$ cat config.mk
export PLATFORM = sky130hd
export DESIGN_NAME = duplicate_free_fifo_core
export DESIGN_NICKNAME = d
export VERILOG_FILES = /design/src/hdl/dupfifo_pkg.sv /design/src/hdl/dupfifo_mem.sv /design/src/hdl/dupfifo_ctrl.sv /design/src/hdl/duplicate_free_fifo_core.sv
export SDC_FILE = /design/constraint.sdc
export NUM_CORES = 1
export LEC_CHECK = 0
export BUFFER_PORTS_ARGS = -buffer_cell sky130_fd_sc_hd__buf_2
export CAP_MARGIN = 25
export CORE_MARGIN = 2
export CORE_UTILIZATION = 39
export CTS_BUF_LIST = sky130_fd_sc_hd__clkbuf_8
export DETAILED_ROUTE_END_ITERATION = 6
export SKIP_LAST_GASP = 1
export SLEW_MARGIN = 20
export SYNTH_ARGS = -nofsm -noshare
export SYNTH_HDL_FRONTEND = slang
export SYNTH_SLANG_ARGS = --single-unit
$ cat constraint.sdc
create_clock -name clk -period 4.8 [get_ports clk]
set_input_delay 0.96 -clock clk [delete_from_list [all_inputs] [get_ports clk]]
set_output_delay 0.96 -clock clk [all_outputs]
set_load 0.05 [all_outputs]
$ cat src/hdl/dupfifo_pkg.sv
// ----------------------------------------------------------------------------
// dupfifo_pkg: shared types and constants
// Operation and status codes, sequencer states and the control word that
// passes from the sequencer to the queue datapath.
// ----------------------------------------------------------------------------
package dupfifo_pkg;

	localparam int DEPTH_DEF = 16;
	localparam int WORD_W    = 32;
	localparam int FUNC_W    = 2;
	localparam int STATUS_W  = 2;

	typedef enum logic [FUNC_W-1:0] {
		OP_PUSH  = 2'd0,
		OP_POP   = 2'd1,
		OP_QUERY = 2'd2,
		OP_NONE  = 2'd3
	} op_t;

	typedef enum logic [STATUS_W-1:0] {
		STAT_DONE  = 2'd0,
		STAT_DUP   = 2'd1,
		STAT_EMPTY = 2'd2,
		STAT_FULL  = 2'd3
	} status_t;

	typedef enum logic [1:0] {
		S_IDLE   = 2'd0,
		S_SCAN   = 2'd1,
		S_FINISH = 2'd2
	} state_t;

	typedef struct packed {
		logic finish;
		op_t  op;
		logic found;
	} ctrl_t;

endpackage

$ cat src/hdl/dupfifo_mem.sv
// ----------------------------------------------------------------------------
// dupfifo_mem: entry storage
// One write port, one read port, registered read data. No reset.
// ----------------------------------------------------------------------------
module dupfifo_mem #(
	parameter int DEPTH = dupfifo_pkg::DEPTH_DEF,
	localparam int AW = (DEPTH > 1) ? $clog2(DEPTH) : 1
) (
	input  logic                           clk,
	input  logic                           wr_en,
	input  logic [AW-1:0]                  wr_addr,
	input  logic [dupfifo_pkg::WORD_W-1:0] wr_data,
	input  logic                           rd_en,
	input  logic [AW-1:0]                  rd_addr,
	output logic [dupfifo_pkg::WORD_W-1:0] rd_data
);

	logic [dupfifo_pkg::WORD_W-1:0] mem_q [DEPTH];

	always_ff @(posedge clk) begin
		if (wr_en) begin
			mem_q[wr_addr] <= wr_data;
		end
	end

	always_ff @(posedge clk) begin
		if (rd_en) begin
			rd_data <= mem_q[rd_addr];
		end
	end

endmodule

$ cat src/hdl/dupfifo_ctrl.sv
// ----------------------------------------------------------------------------
// dupfifo_ctrl: command sequencer and scan comparator
// Latches a command, walks the ring from head one entry per cycle through
// the single comparator and stops on the first match or after the last entry.
// ----------------------------------------------------------------------------
module dupfifo_ctrl #(
	parameter int DEPTH = dupfifo_pkg::DEPTH_DEF,
	localparam int AW = (DEPTH > 1) ? $clog2(DEPTH) : 1,
	localparam int CW = $clog2(DEPTH + 1)
) (
	input  logic                             clk,
	input  logic                             arst_n,
	input  logic                             start,
	input  logic [dupfifo_pkg::FUNC_W-1:0]   func,
	input  logic [dupfifo_pkg::WORD_W-1:0]   value,
	input  logic [AW-1:0]                    head,
	input  logic [CW-1:0]                    count,
	input  logic [dupfifo_pkg::WORD_W-1:0]   rd_data,
	output logic                             busy,
	output logic                             rd_en,
	output logic [AW-1:0]                    rd_addr,
	output logic [dupfifo_pkg::WORD_W-1:0]   cmd_val,
	output dupfifo_pkg::ctrl_t               ctl
);

	dupfifo_pkg::state_t state_q, state_nxt;
	dupfifo_pkg::op_t    op_q, op_in;
	logic [dupfifo_pkg::WORD_W-1:0] val_q;
	logic [AW-1:0] ptr_q;
	logic [CW-1:0] left_q;
	logic          pend_q;
	logic          found_q;
	logic          accept;
	logic          match;
	logic          issue;

	assign op_in  = dupfifo_pkg::op_t'(func);
	assign accept = start && (state_q == dupfifo_pkg::S_IDLE);
	// compare sees the read data in the cycle after the read
	assign match  = pend_q && (rd_data == val_q);
	assign issue  = (state_q == dupfifo_pkg::S_SCAN) && (left_q != '0);

	// next state
	always_comb begin
		state_nxt = state_q;
		unique case (state_q)
			dupfifo_pkg::S_IDLE: begin
				if (start) begin
					if ((op_in == dupfifo_pkg::OP_PUSH || op_in == dupfifo_pkg::OP_QUERY)
						&& (count != '0)) begin
						state_nxt = dupfifo_pkg::S_SCAN;
					end else begin
						state_nxt = dupfifo_pkg::S_FINISH;
					end
				end
			end
			dupfifo_pkg::S_SCAN: begin
				if (match || (left_q == '0)) begin
					state_nxt = dupfifo_pkg::S_FINISH;
				end
			end
			dupfifo_pkg::S_FINISH: begin
				state_nxt = dupfifo_pkg::S_IDLE;
			end
			default: begin
				state_nxt = dupfifo_pkg::S_IDLE;
			end
		endcase
	end

	// outputs
	always_comb begin
		busy       = (state_q != dupfifo_pkg::S_IDLE);
		// a read of head goes out with every accepted command; pop uses it
		rd_en      = accept || issue;
		rd_addr    = (state_q == dupfifo_pkg::S_IDLE) ? head : ptr_q;
		cmd_val    = val_q;
		ctl.finish = (state_q == dupfifo_pkg::S_FINISH);
		ctl.op     = op_q;
		ctl.found  = found_q;
	end

	always_ff @(posedge clk or negedge arst_n) begin
		if (!arst_n) begin
			state_q <= dupfifo_pkg::S_IDLE;
			op_q    <= dupfifo_pkg::OP_NONE;
			left_q  <= '0;
			pend_q  <= 1'b0;
			found_q <= 1'b0;
		end else begin
			state_q <= state_nxt;
			if (accept) begin
				op_q    <= op_in;
				left_q  <= count;
				pend_q  <= 1'b0;
				found_q <= 1'b0;
			end else if (state_q == dupfifo_pkg::S_SCAN) begin
				pend_q <= issue;
				if (issue) begin
					left_q <= left_q - 1'b1;
				end
				if (match) begin
					found_q <= 1'b1;
				end
			end
		end
	end

	always_ff @(posedge clk) begin
		if (accept) begin
			val_q <= value;
			ptr_q <= head;
		end else if (issue) begin
			ptr_q <= (ptr_q == AW'(DEPTH - 1)) ? '0 : ptr_q + 1'b1;
		end
	end

`ifndef NO_ASSERTIONS
	a_finish_one_cycle: assert property (@(posedge clk) disable iff (!arst_n)
		(state_q == dupfifo_pkg::S_FINISH) |=> (state_q == dupfifo_pkg::S_IDLE))
		else $error("finish state held longer than one cycle");

	a_scan_has_work: assert property (@(posedge clk) disable iff (!arst_n)
		(state_q == dupfifo_pkg::S_SCAN) && (left_q == '0) |-> pend_q || found_q)
		else $error("scan ran out of entries with no compare pending");
`endif

endmodule

$ cat src/hdl/duplicate_free_fifo_core.sv
// ----------------------------------------------------------------------------
// duplicate_free_fifo_core: queue of distinct 32-bit words
// Ring buffer of DEPTH words. Push appends only words not already stored,
// pop removes the oldest word, query reports whether a word is stored.
// ----------------------------------------------------------------------------
//
//  channel   | handshake              | payload
//  ----------+------------------------+----------------------------------------
//  command   | start / busy           | func, value
//  result    | done (1-cycle strobe)  | status, found, popped_value, occupancy
//
//  Push and query scan the stored words one per cycle through one comparator
//  fed by the storage read port; a match ends the scan early, and a new
//  command is taken only once busy has fallen.
//  Pop, the unused code and push or query on an empty queue go through a read
//  of head, then the update.
//  done pulses the cycle after the update; busy is already low in that cycle.
//  Reset clears head, tail and count; storage holds garbage until written.
//  The receiver cannot stall: each result is shown for exactly one cycle.
//
module duplicate_free_fifo_core #(
	parameter int DEPTH = dupfifo_pkg::DEPTH_DEF,
	localparam int AW = (DEPTH > 1) ? $clog2(DEPTH) : 1,
	localparam int CW = $clog2(DEPTH + 1)
) (
	input  logic                                  clk,
	input  logic                                  arst_n,
	input  logic                                  start,
	input  logic [dupfifo_pkg::FUNC_W-1:0]        func,
	input  logic signed [dupfifo_pkg::WORD_W-1:0] value,
	output logic                                  busy,
	output logic                                  done,
	output logic [dupfifo_pkg::STATUS_W-1:0]      status,
	output logic                                  found,
	output logic signed [dupfifo_pkg::WORD_W-1:0] popped_value,
	output logic [CW-1:0]                         occupancy
);

	dupfifo_pkg::ctrl_t ctl;

	// ring pointers and fill count
	logic [AW-1:0] head_q, tail_q, head_nxt, tail_nxt;
	logic [CW-1:0] count_q, count_nxt;

	// storage ports
	logic                           rd_en, wr_en;
	logic [AW-1:0]                  rd_addr;
	logic [dupfifo_pkg::WORD_W-1:0] rd_data, cmd_val;

	// result word, registered toward the port
	dupfifo_pkg::status_t           res_status;
	logic                           res_found;
	logic [dupfifo_pkg::WORD_W-1:0] res_popped;
	logic                           done_q;
	dupfifo_pkg::status_t           status_q;
	logic                           found_q;
	logic [dupfifo_pkg::WORD_W-1:0] popped_q;
	logic [CW-1:0]                  occ_q;

	dupfifo_ctrl #(
		.DEPTH(DEPTH)
	) u_ctrl (
		.clk     (clk),
		.arst_n  (arst_n),
		.start   (start),
		.func    (func),
		.value   (value),
		.head    (head_q),
		.count   (count_q),
		.rd_data (rd_data),
		.busy    (busy),
		.rd_en   (rd_en),
		.rd_addr (rd_addr),
		.cmd_val (cmd_val),
		.ctl     (ctl)
	);

	dupfifo_mem #(
		.DEPTH(DEPTH)
	) u_mem (
		.clk     (clk),
		.wr_en   (wr_en),
		.wr_addr (tail_q),
		.wr_data (cmd_val),
		.rd_en   (rd_en),
		.rd_addr (rd_addr),
		.rd_data (rd_data)
	);

	// Update in the finish cycle. The duplicate check wins over full, so a
	// stored word pushed into a full queue reports duplicate.
	always_comb begin
		res_status = dupfifo_pkg::STAT_DONE;
		res_found  = 1'b0;
		res_popped = '0;
		wr_en      = 1'b0;
		head_nxt   = head_q;
		tail_nxt   = tail_q;
		count_nxt  = count_q;
		if (ctl.finish) begin
			unique case (ctl.op)
				dupfifo_pkg::OP_PUSH: begin
					priority if (ctl.found) begin
						res_status = dupfifo_pkg::STAT_DUP;
						res_found  = 1'b1;
					end else if (count_q == CW'(DEPTH)) begin
						res_status = dupfifo_pkg::STAT_FULL;
					end else begin
						wr_en     = 1'b1;
						tail_nxt  = (tail_q == AW'(DEPTH - 1)) ? '0 : tail_q + 1'b1;
						count_nxt = count_q + 1'b1;
					end
				end
				dupfifo_pkg::OP_POP: begin
					if (count_q == '0) begin
						res_status = dupfifo_pkg::STAT_EMPTY;
					end else begin
						// head was read when the command was taken
						res_popped = rd_data;
						head_nxt   = (head_q == AW'(DEPTH - 1)) ? '0 : head_q + 1'b1;
						count_nxt  = count_q - 1'b1;
					end
				end
				dupfifo_pkg::OP_QUERY: begin
					res_found = ctl.found;
				end
				dupfifo_pkg::OP_NONE: begin
					res_status = dupfifo_pkg::STAT_DONE;
				end
			endcase
		end
	end

	always_ff @(posedge clk or negedge arst_n) begin
		if (!arst_n) begin
			head_q  <= '0;
			tail_q  <= '0;
			count_q <= '0;
			done_q  <= 1'b0;
		end else begin
			head_q  <= head_nxt;
			tail_q  <= tail_nxt;
			count_q <= count_nxt;
			done_q  <= ctl.finish;
		end
	end

	always_ff @(posedge clk) begin
		if (ctl.finish) begin
			status_q <= res_status;
			found_q  <= res_found;
			popped_q <= res_popped;
			occ_q    <= count_nxt;
		end
	end

	assign done         = done_q;
	assign status       = status_q;
	assign found        = found_q;
	assign popped_value = popped_q;
	assign occupancy    = occ_q;

`ifndef NO_ASSERTIONS
	a_count_bound: assert property (@(posedge clk) disable iff (!arst_n)
		count_q <= CW'(DEPTH))
		else $error("fill count above depth");

	a_empty_ring: assert property (@(posedge clk) disable iff (!arst_n)
		(count_q == '0) |-> (tail_q == head_q))
		else $error("empty queue with tail apart from head");

	a_state_only_on_finish: assert property (@(posedge clk) disable iff (!arst_n)
		!ctl.finish |=> $stable(count_q) && $stable(head_q) && $stable(tail_q))
		else $error("queue state moved outside the finish cycle");

	a_done_follows_finish: assert property (@(posedge clk) disable iff (!arst_n)
		done |-> !busy && $past(ctl.finish))
		else $error("result strobe without a finished command");
`endif

endmodule

* Word-level counts from Yosys, hierarchy flattened *
Memory sizes are Yosys's and may differ from the RTL's. A register that Yosys moved wholly into a read port is not among the register bits.
Index checks and enable logic that the tools add are counted.

word-level totals
  output and inout port bits = 42
  bits in writable memories = 512
  bits in latches = 0
  memories = 1
  bits in registers = 101
  memory bits (read-only) = 0
  logic and storage cells = 97

memories
  name         words  width  read ports  clocked after memory_dff  write ports  line               text
  u_mem.mem_q  16     32     1           1                         1            dupfifo_mem.sv:18  logic [dupfifo_pkg::WORD_W-1:0] mem_q [DEPTH];

operators by class
  equal/unequal tests = 12
  add/subtract/negate cells = 6
  shifts and indexed selects = 0
  bitwise operators = 4
  $lt $le $gt $ge = 0
  multipliers = 0
  mux-type cells = 35
  div/mod/pow operators = 0
  reduce and logical (&&, ||, !) cells = 24

operators with widths
  kind                                                                   count
  5-bit two-way mux                                                      7
  32-bit equality test                                                   1
  4-bit two-way mux                                                      6
  4-bit by 1-bit adder with 4-bit output, second input constant          3
  4-bit equality test, second input constant                             3
  1-bit two-way mux                                                      12
  2-bit two-way mux                                                      6
  5-bit logical NOT                                                      2
  5-bit case mux with 2 select lines                                     1
  5-bit nonzero test                                                     2
  5-bit by 1-bit subtractor with 5-bit output, second input constant     2
  2-bit case mux with 2 select lines                                     2
  2-bit nonzero test                                                     4
  2-bit equality test, second input constant                             3
  2-bit logical NOT                                                      3
  2-bit AND reduction                                                    3
  5-bit by 1-bit adder with 5-bit output, second input constant          1
  5-bit equality test, second input constant                             1
  2-bit by 1-bit equality test with 1-bit output, second input constant  2
  1-bit logical AND                                                      4
  1-bit inverter                                                         4
  4-bit AND reduction                                                    1
  1-bit logical OR                                                       3
  3-bit AND reduction                                                    1
  4 further kinds                                                        4

* Logic depth before layout (Yosys ltp) *
Gate-level depths: netlist of the first run.

  depth after elaboration = 7
  depth in mapped cells = 9
  depth with buffers taken out = 7

* By module *
Synthesis of the first run repeated with hierarchy kept, for this count alone.

second synthesis, totals
  cells, all modules = 1166
  area total of the unflattened synthesis = 24637.4 µm²

modules (own cells, without submodules)
  module                    instances  cells each  area an instance (µm²)  sequential area each (µm²)
  dupfifo_mem               1          838         20155.6                 16335.7
  duplicate_free_fifo_core  1          164         2294.7                  1551.5
  dupfifo_ctrl              1          164         2187.1                  1358.8

* Worst setup path after synthesis of the first run *
OpenSTA, ideal clock, no wires.

  path type = register -> register
  from = register u_ctrl.state_q[0]
  to = memory u_mem.mem_q[10][0] (netlist bit) (enable)
  library setup time = 0.421 ns
  path slack = -0.373 ns
  buffers on the path = 2
  clock period less this slack = 5.173 ns
  arrival = 4.752 ns
  cell stages (with the launch flop) = 7
  required time = 4.379 ns
  cells stage by stage = dfrtp_1 buf_2 nor2b_1 and3_4 buf_2 nand3b_1 nor2_1

RTL lines
  element                 line                text
  from (decl)             dupfifo_ctrl.sv:26  dupfifo_pkg::state_t state_q, state_nxt;
  from (signal assigned)  dupfifo_ctrl.sv:85  state_q <= dupfifo_pkg::S_IDLE;
  from (signal assigned)  dupfifo_ctrl.sv:91  state_q <= state_nxt;
  to (decl)               dupfifo_mem.sv:18

* Worst setup path in the final report of the first run *
  from = register u_ctrl.state_q[0]
  to = output port busy

on the way
  cells in the longest elaborated chain, start to end = 1

ends and longest elaborated chain
  element             line                            text
  2-bit nonzero test  dupfifo_ctrl.sv:73              busy = (state_q != dupfifo_pkg::S_IDLE);
  to (decl)           duplicate_free_fifo_core.sv:31  output logic busy,

No other way between the ends.

==> metrics.yaml, run 1 <==
cts:
  root_buffer: "clkbuf_8"
  post_cts_resize_count: 0
  post_cts_buffers: 0
  cts_tree: "built"
  clock_latency_ns: 0.70
  cts-buffers-inserted: 107
  cts.path.max_buffers: 3
  hold_buffers: 0
  htree_levels: 3
  cts_num_sinks: 645
  clkSlewWorstSetupHoldPaths_ns: 0.06
global_route:
  grt_use_met3_pct: 3.25
  use_met1_pct: 26.6
  antenna_found_initial: 3
  groute.usage.overall_pct: 19.1
  grt_pass1_wl_um: 97800
  busiest_layer: "met2"
  grt_max_degree: 74
  grt_overflow: 0
  use_met2_pct: 30.3
  grt_pass1_vias: 15300
timing:
  fmax_mhz: 297
  period_share_pct: 70.2
  slew_violations: 0
  setup_viol: 0
  fin_skew_ns: 0.0348
  rsz0062_at_grt: "false"
  hold_viol_final: 0
  finalWorstSetupSlack_ns: 1.43
  setup-tns-final_ns: 0
  whs_ns: 0.262
  worstMarginPinSlew_ns: 1.05
  final.min_clock_period_ns: 3.37
  max_slew_margin_pct: 30.2
worst_setup_path:
  arrival_ns: 2.41
  crit_start: "u_ctrl.state_q[0]$_DFFE_PN0P_"
  startpoint_type: "flip-flop"
  slowest_stage: "dfrtp_1"
  cp_slowest_stage_delay_ns: 0.79
  crit_buf_inv: 2
  path_class: "flip-flop to output port"
  crit_family: "flip-flops"
  reg2reg_from: "u_ctrl.state_q[0]$_DFFE_PN0P_"
  path_cells: "nor2_2 -> inv_2 -> buf_2"
  crit_fanout: 15
  end_kind: "output port"
  worstPathRequired_ns: 3.84
status:
  status: "completed"
placed_design:
  placement.cell_area_um2: 27200
  hpwl_um: 34200
  place.gp.congestion: 0.803
  placedCellCount: 2530
  dp_slack_ns: 1.53
  portBuffers: 78
cells_and_area:
  fin_util_pct: 44.4
  nets: 1825
  design_area_um2: 29200
  fin_cells: 2720
  area_delta_synth_final_pct: 12.7
  fillers: 5720
  drive_gt1_share_pct: 15.7
yosys:
  syn-num-nets: 1721
  ys_ff_latch: 645
  synth_common_cells: "edfxtp_1 (620), nand3_1 (137), mux2i_1 (129), o21ai_0 (120), a21oi_1 (74)"
  yosys_warnings: 0
  yosysUniqueCellTypes: 65
  syn_avg_cell_area_um2: 15.5
  synth_cells: 1674
  async_flop_share_pct: 3.88
  yosysMostFrequentCell: "edfxtp_1"
  synth_top_flop_cell: "edfxtp_1"
  syn-cell-area_um2: 25900
  synth_edf_count: 620
  synth_top_area_share_pct: 71.8
  synthTopCellsByArea: "edfxtp_1 (72%), mux2i_1 (5.0%), nand3_1 (2.6%)"
  netlist.top_cell.by_area: "edfxtp_1"
  yosysSeqAreaShare_pct: 74.3
die:
  die_h_um: 262
  row_count: 94
  coreArea_um2: 65700
  die_x_um: 262
  start_util_pct: 39.4
  pin_count: 79
  dieArea_um2: 68500
routing:
  drt-total-wl_um: 65200
  vias: 15400
  routedWlPerCell_um: 24.0
  ant_nets: 0
  drt_iter0_drc: 1316
  drt_pass1_iterations: 5
  avgViaCountPerCell: 5.66
  drc: 0
min_path:
  hold_class: "primary input to async pin"
power:
  powerDensity_nw_per_um2: 531
  vdd_ir_drop_max_mv: 0.308
  leakage_nw: 9.81
  power_mw: 15.5
run:
  maxCapViolations: 0
## cells by family (layout without fill, tap and decap cells)
kind of cell / count (synthesis) / count (layout) / share of synthesized area, %
simple gates: 367 / 367 / 7.61
mux: 131 / 131 / 5.07
compound gates: 348 / 348 / 8.62
xor+xnor: 38 / 38 / 1.28
flops: 645 / 645 / 74.3
fa+ha+maj: 10 / 10 / 0.483
buf+inv: 135 / 315 / 2.66
other cells: 0 / 2 / 0
## path summary, 6_finish.rpt
kind                                                 to  slack [ns]  cells after the start
hold reg to reg            u_ctrl.left_q[4]$_DFFE_PN0P_        0.50                      2
setup / recovery                                   busy        1.43                      3
min in group clk           u_ctrl.cmd_val[17]$_DFFE_PP_        0.43                      1
hold / removal                     count_q[1]$_DFF_PN0_        0.26                      1
max in group asynchronous          count_q[2]$_DFF_PN0_        4.14                      1
setup reg to reg             u_mem.rd_data[7]$_DFFE_PP_        1.46                      7
## routing by layer
| layer | vias to the layer above | wire, um |
|---|---|---|
| met5 | - | 0 |
| met4 | 0 | 1680 |
| met3 | 115 | 4410 |
| met2 | 563 | 31000 |
| met1 | 7879 | 28100 |
| li1 | 6840 | - |
## cell usage in the layout, fill, tap and decap left out, types with 37 or more instances in the layout
cell      Yosys  final
a21oi_1      74     74
nor3_1       72     72
nand4_1      37     37
o21ai_0     120    120
clkbuf_8      0    112
edfxtp_1    620    620
inv_1        15     44
buf_2        54     78
nand3_1     137    137
mux2i_1     129    128
o221ai_1     66     66
## report_power, final
group | leakage, nW | internal [mW] | switching (mW)
Clock | 1.09 | 2.25 | 2.14
Combinational | 2.78 | 1.51 | 2.74
Sequential | 5.93 | 6.53 | 0.335
## registers in the layout (all words and copies together) (netlist names)
name,cells
count_q,5
head_q,4
popped_value,32
status,2
u_ctrl.pend_q,1
u_ctrl.op_q,2
occupancy,5
u_ctrl.cmd_val,32
u_mem.mem_q,512
u_mem.rd_data,32
u_ctrl.state_q,2
u_ctrl.left_q,5
tail_q,4
found,1
u_ctrl.ptr_q,4
done,1
u_ctrl.found_q,1
## area by class of cell
type / count / area [um2] / area share (%)
clock inverter: 73 / 372 / 1.27
timing repair buffer: 113 / 777 / 2.66
antenna: 2 / 5.00 / 0.0171
tap: 864 / 1080 / 3.70
multi-input combinational: 894 / 6130 / 21.0
clock buffer: 112 / 1540 / 5.28
inverter: 17 / 63.8 / 0.218
sequential: 645 / 19200 / 65.9
No activity file was read; power rests on OpenSTA's default activity.
==> run 2: changes to the inputs <==
==> constraint.sdc (replaced) <==
create_clock -name clk -period 2.8 [get_ports clk]
set_input_delay 0.56 -clock clk [delete_from_list [all_inputs] [get_ports clk]]
set_output_delay 0.56 -clock clk [all_outputs]
set_load 0.05 [all_outputs]
==> run 2 against run 1 <==
Combinational power increased by 90%. Count of clock-buffer cells in the layout is 6 lower. Global-route usage rose by 0.86 points. Core utilization rose by 1.8 points. Sequential power increased by 69%. Highest routed layer is now met5.
==> metrics.yaml, run 2 (synthesis results as in run 1) <==
cells_and_area:
  fin_cells: 2832  # +4.1%
  nets: 1931  # +5.8%
  area_delta_synth_final_pct: 17.2
  largest_reg_flops: 512  # unchanged
  registers.top_by_ff_count: "u_mem.mem_q"
  drive_gt1_share_pct: 18.7  # +3.0 points
  final_cell_mix: "edfxtp_1 (620), nand3_1 (137), mux2i_1 (128), o21ai_0 (120), clkbuf_8 (106)"
  final_common_cell: "edfxtp_1"
  fin_util_pct: 46.2  # +1.8 points
placed_design:
  placedCellCount: 2608  # +3.1%
  portBuffers: 78  # unchanged
  place.gp.congestion: 0.818  # +1.8%
  hpwl_um: 40700  # +19%
timing:
  max_slew_margin_pct: 48.2  # +18 points
  worstMarginPinSlew_ns: 0.777  # -0.269 ns
  fin_skew_ns: 0.0562  # +0.0214 ns
  rsz0062_at_grt: "false"
  setup-tns-final_ns: 0  # unchanged
  setup_viol: 0  # unchanged
  fmax_mhz: 375
  final.min_clock_period_ns: 2.66
  hold_viol_final: 0  # unchanged
  whs_ns: 0.0579  # -0.204 ns
  period_share_pct: 95.1
  slew_violations: 0  # unchanged
worst_setup_path:
  path_class: "flip-flop to output port"
  path_cells: "nor2_2 -> buf_4 -> inv_2 -> buf_2"
  reg2regPathDepth: 7  # unchanged
  slowest_stage: "dfrtp_2"
  cp.depth: 4  # +1
  crit_fanout: 12  # -3
  end_kind: "output port"
  crit_family: "buffers and inverters"
  startpoint_type: "flip-flop"
  cp_slowest_stage_delay_ns: 0.54  # -0.25 ns
  crit_buf_inv: 3  # +1
  arrival_ns: 2.10  # -0.31 ns
  worstPathRequired_ns: 2.24  # -1.60 ns
routing:
  drc: 0  # unchanged
  routedWlPerCell_um: 24.3  # +1.4%
  drt-total-wl_um: 68800  # +5.6%
  vias: 15800  # +2.8%
  drt_pass1_iterations: 5  # unchanged
  ant_nets: 0  # unchanged
  drt_iter0_drc: 1613  # +23%
  avgViaCountPerCell: 5.59  # -1.2%
global_route:
  antenna_found_initial: 2  # -1
  grt_pass1_vias: 15700  # +2.3%
  grt_pass1_wl_um: 101000  # +3.3%
  grt_max_degree: 129  # +74%
  groute.usage.overall_pct: 20.0  # +0.86 points
  grt_overflow: 0  # unchanged
die:
  die_x_um: 262  # unchanged
  row_count: 94  # unchanged
  pin_count: 79  # unchanged
  coreArea_um2: 65700  # unchanged
  start_util_pct: 39.4  # unchanged
  dieArea_um2: 68500  # unchanged
  die_h_um: 262  # unchanged
power:
  powerDensity_nw_per_um2: 896  # +69%
  vdd_ir_drop_max_mv: 0.546  # +77%
  leakage_nw: 10.4  # +6.1%
cts:
  cts-buffers-inserted: 104  # -2.8%
  cts_num_sinks: 645  # unchanged
  cts_tree: "built"
  cts.path.max_buffers: 3  # unchanged
  htree_levels: 3  # unchanged
  clkSlewWorstSetupHoldPaths_ns: 0.07  # about the same
  root_buffer: "clkbuf_8"
  clock_latency_ns: 0.72  # +0.02 ns
min_path:
  hold_depth: 1
  hold_class: "primary input to flip-flop"
run:
  maxCapViolations: 0  # unchanged
status:
  status: "completed"
run 2: changes by cell type in the layout (fill, tap and decap cells not counted), moves of 2 or more:
cell,delta
dfrtp_2,+2
and3_4,-2
dfrtp_1,-2
clkinv_1,+7
buf_4,+52
and3_2,+2
buf_12,+26
clkinv_2,+2
and2_4,-2
clkbuf_8,-6
and2_2,+2
dlygate4sd3_1,+32
run 2: repair_timing:
item	CTS	global route
endpoints found under the hold margin	54	0
setup buffers	0	1
gates resized for setup	2	1
setup endpoints to repair	1	159
hold buffers	32	0
run 2: metrics by stage:
| step | instance area [um2] | power, mW | setup WS [ns] |
|---|---|---|---|
| finish | 30400 | 27.2 | 0.136 |
| global route | 30400 | 28.4 | 0.0141 |
| CTS | 30400 | 27.3 | 0.0759 |
| detailed placement | 28200 | 19.8 | 0.109 |
| global placement | 28200 | 19.7 | 0.152 |
| floorplan | 26000 | 16.9 | -0.191 |
run 2: final timing paths:
check	slack, ns	from	endpoint
worst max-delay path	0.14	u_ctrl.state_q[1]$_DFFE_PN0P_	busy
worst min-delay path	0.06	value[26]	u_ctrl.cmd_val[26]$_DFFE_PP_
worst max register to register	0.19	count_q[1]$_DFF_PN0_	u_mem.mem_q[6][2]$_DFFE_PP_
worst min register to register	0.53	u_ctrl.op_q[1]$_DFFE_PN1P_	u_ctrl.op_q[1]$_DFFE_PN1P_
max in group asynchronous	1.87	arst_n	u_ctrl.state_q[0]$_DFFE_PN0P_
min in group asynchronous	0.43	arst_n	tail_q[1]$_DFFE_PN0P_
run 2: metal layers:
layer / vias to the layer above / wire length (um) / share of wire (%) / GRT usage (%)
met3: 128 / 5570 / 8.1 / 4.32
met2: 702 / 31100 / 45 / 30.0
met1: 7957 / 30200 / 44 / 28.6
li1: 7046 / - / - / -
met4: 2 / 1900 / 2.8 / 7.50
met5: - / 12 / 0.017 / 0
run 2: area by class of cell:
class / instances / area, um2
clock buffer: 106 / 1460
fill: 5685 / 35400
sequential: 645 / 19200
inverter: 17 / 63.8
clock inverter: 83 / 419
multi-input combinational: 894 / 6120
timing repair buffer: 222 / 1980
antenna: 1 / 2.50
tap: 864 / 1080
run 2: report_power, final:
| group | internal, mW | total [mW] | switching (mW) |
|---|---|---|---|
| clock | 3.71 | 7.48 | 3.77 |
| sequential | 11.2 | 11.6 | 0.459 |
| combinational | 3.02 | 8.08 | 5.07 |
| total | 17.9 | 27.2 | 9.29 |
==> run 3: changes to the inputs <==
--- a/config.mk
+++ b/config.mk
@@ -11,6 +11,7 @@
 export CORE_UTILIZATION = 39
 export CTS_BUF_LIST = sky130_fd_sc_hd__clkbuf_8
 export DETAILED_ROUTE_END_ITERATION = 6
+export SETUP_SLACK_MARGIN = 0.4
 export SKIP_LAST_GASP = 1
 export SLEW_MARGIN = 20
 export SYNTH_ARGS = -nofsm -noshare
==> run 3 against run 2 <==
Critical path depth increased by 4. Register-to-register slack improved by 0.22 ns. Worst hold slack got worse by 0.011 ns. Cell count increased by 1.6%. Maximum frequency increased by 12%. Global-route usage increased by 0.13 points. Sequential cell count unchanged. Critical path type is now flip-flop to flip-flop. Critical endpoint is now u_mem.rd_data[20]$_DFFE_PP_.
==> metrics.yaml, run 3 (synthesis results as in run 1) <==
status:
  status: "completed"
worst_setup_path:
  rrSetupSlack_ns: 0.41  # +0.22 ns
  crit_fanout: 15  # +3
  cpMostUsedCell: "buf_12"
  crit_buf_inv: 3  # unchanged
  end_kind: "flip-flop"
  cp_slowest_stage_delay_ns: 0.41  # -0.13 ns
  worstPathRequired_ns: 3.21  # +0.97 ns
  timing.rr.end: "u_mem.rd_data[20]$_DFFE_PP_"
  slowest_stage: "dfrtp_1"
  crit_family: "compound AO/OA/AOI/OAI gates"
  path_class: "flip-flop to flip-flop"
  arrival_ns: 2.80  # +0.70 ns
  reg2regPathDepth: 8  # +1
  startpoint_type: "flip-flop"
  path_cells: "buf_8 -> o21a_4 -> nor2_4 -> buf_12 -> buf_12 -> mux2i_1 -> o221ai_1 -> o2bb2ai_1"
  reg2reg_from: "u_ctrl.state_q[0]$_DFFE_PN0P_"
timing:
  hold_viol_final: 0  # unchanged
  setup_viol: 0  # unchanged
  setup-tns-final_ns: 0  # unchanged
  fin_skew_ns: 0.0396  # -0.0166 ns
  fmax_mhz: 419  # +12%
  rsz0062_at_grt: "true"
  slew_violations: 0  # unchanged
  worstMarginPinSlew_ns: 0.805  # +0.0273 ns
  period_share_pct: 85.3  # -9.9 points
  max_slew_margin_pct: 46.4  # -1.8 points
  final.min_clock_period_ns: 2.39  # -0.276 ns
routing:
  drt_iter0_drc: 1631  # +1.1%
  drc: 0  # unchanged
  met1_length_um: 30000  # -0.45%
  drt-total-wl_um: 70000  # +1.7%
  drt_pass1_iterations: 5  # unchanged
  avgViaCountPerCell: 5.60  # +0.12%
  wl_met3_um: 5460  # -2.0%
  dr.max_layer_used: "met4"
  vias: 16100  # +1.7%
  routedWlPerCell_um: 24.3  # about the same
  met2_wirelength_um: 32300  # +3.8%
  ant_nets: 0  # unchanged
min_path:
  hold_depth: 1  # unchanged
  hold_class: "primary input to flip-flop"
  min_from: "value[0]"
  holdPathEnd: "u_ctrl.cmd_val[0]$_DFFE_PP_"
cts:
  cts.path.max_buffers: 3  # unchanged
  root_buffer: "clkbuf_8"
  cts-buffers-inserted: 104  # unchanged
  cts_tree: "built"
  clock_latency_ns: 0.72  # about the same
  clkSlewWorstSetupHoldPaths_ns: 0.07  # about the same
  htree_levels: 3  # unchanged
  cts_num_sinks: 645  # unchanged
power:
  powerDensity_nw_per_um2: 909  # +1.4%
  leakage_nw: 10.7  # +3.2%
  power_mw: 28.3  # +4.0%
  vdd_ir_drop_max_mv: 0.611  # +12%
global_route:
  groute.usage.overall_pct: 20.1  # +0.13 points
  grt_max_degree: 107  # -17%
  grt_overflow: 0  # unchanged
  antenna_found_initial: 3  # +1
  grt_pass1_vias: 16000  # +1.7%
  grt_pass1_wl_um: 102000  # +1.0%
cells_and_area:
  fin_util_pct: 47.4  # +1.2 points
  final_common_cell: "edfxtp_1"
  design_area_um2: 31100  # +2.5%
  drive_gt1_share_pct: 21.9  # +3.2 points
  largest_reg_flops: 512  # unchanged
  nets: 1973  # +2.2%
  registers.top_by_ff_count: "u_mem.mem_q"
  area_delta_synth_final_pct: 20.2
  final_cell_mix: "edfxtp_1 (620), nand3_1 (137), mux2i_1 (123), o21ai_0 (118), clkbuf_8 (107)"
die:
  coreArea_um2: 65700  # unchanged
  dieArea_um2: 68500  # unchanged
  row_count: 94  # unchanged
  die_h_um: 262  # unchanged
  die_x_um: 262  # unchanged
  pin_count: 79  # unchanged
  start_util_pct: 39.4  # unchanged
placed_design:
  placement.cell_area_um2: 28100  # -0.26%
  place.gp.congestion: 0.824  # +0.75%
  hpwl_um: 40300  # -0.91%
  portBuffers: 78  # unchanged
run:
  maxCapViolations: 0  # unchanged
[run 3: cell types whose count changed in the layout (fill, tap and decap cells not counted), moves of 7 or more]
cell	delta
buf_6	+10
buf_4	+19
and2_4	+7
o221ai_2	+7
o221ai_1	-7
clkinv_1	-9
[run 3: stage by stage]
step,hold slack [ns],cells,worst slack (ns)
after floorplan,0.264,1674,-0.190
after global placement,0.485,2608,0.215
after detailed placement,0.505,2609,0.187
after CTS,0.00338,2851,0.338
after global routing,0.00294,2876,0.337
final,0.0473,2878,0.412
[run 3: worst max path at each step]
stage                     slack, ns                     startpoint                            to  cells after the start
after floorplan               -0.19  u_ctrl.state_q[0]$_DFFE_PN0P_  u_mem.mem_q[10][0]$_DFFE_PP_                      6
after global placement         0.22           count_q[0]$_DFF_PN0_  u_mem.mem_q[3][20]$_DFFE_PP_                      7
after detailed placement       0.19           count_q[0]$_DFF_PN0_  u_mem.mem_q[3][20]$_DFFE_PP_                      7
after CTS                      0.34  u_ctrl.state_q[0]$_DFFE_PN0P_    u_mem.rd_data[7]$_DFFE_PP_                      7
after global routing           0.34  u_ctrl.state_q[0]$_DFFE_PN0P_                          busy                      5
final                          0.41  u_ctrl.state_q[0]$_DFFE_PN0P_   u_mem.rd_data[20]$_DFFE_PP_                      8
[run 3: layer usage]
layer | global-route usage [%] | vias to the layer above
li1 | - | 7145
met1 | 27.6 | 8117
met2 | 31.6 | 712
met3 | 4.58 | 137
met4 | 6.98 | 0
met5 | 0 | -
[run 3: worst register-to-register path: cells and delay by family, from the launching register on]
kind,cells,cell delay [ns]
AOI/OAI and AO/OA,3,0.65
buffers and inverters,3,0.55
DFF,1,0.41
muxes,1,0.26
and+or+nand+nor,1,0.21
[run 3: power breakdown]
group	total [mW]	internal, mW	switching, mW
Clock	7.77	3.95	3.81
Sequential	11.7	11.2	0.498
Combinational	8.83	3.48	5.35
Total	28.3	18.6	9.66
[run 3: layout make-up]
type	instances	area [um2]
fill	5642	34600
sequential	645	19200
multi-input combinational	898	6290
timing repair buffer	260	2480
clock buffer	107	1470
tap	864	1080
clock inverter	84	495
inverter	17	70.1
antenna	3	7.51
[run 3: timing repair]
item | in CTS | in global routing
setup endpoints to repair | 482 | 266
hold buffers | 28 | 0
cloned | 5 | 4
hold endpoints to repair | 50 | 0
buffers inserted | 18 | 20
gates resized for setup | 30 | 35
pin swaps | 6 | 6
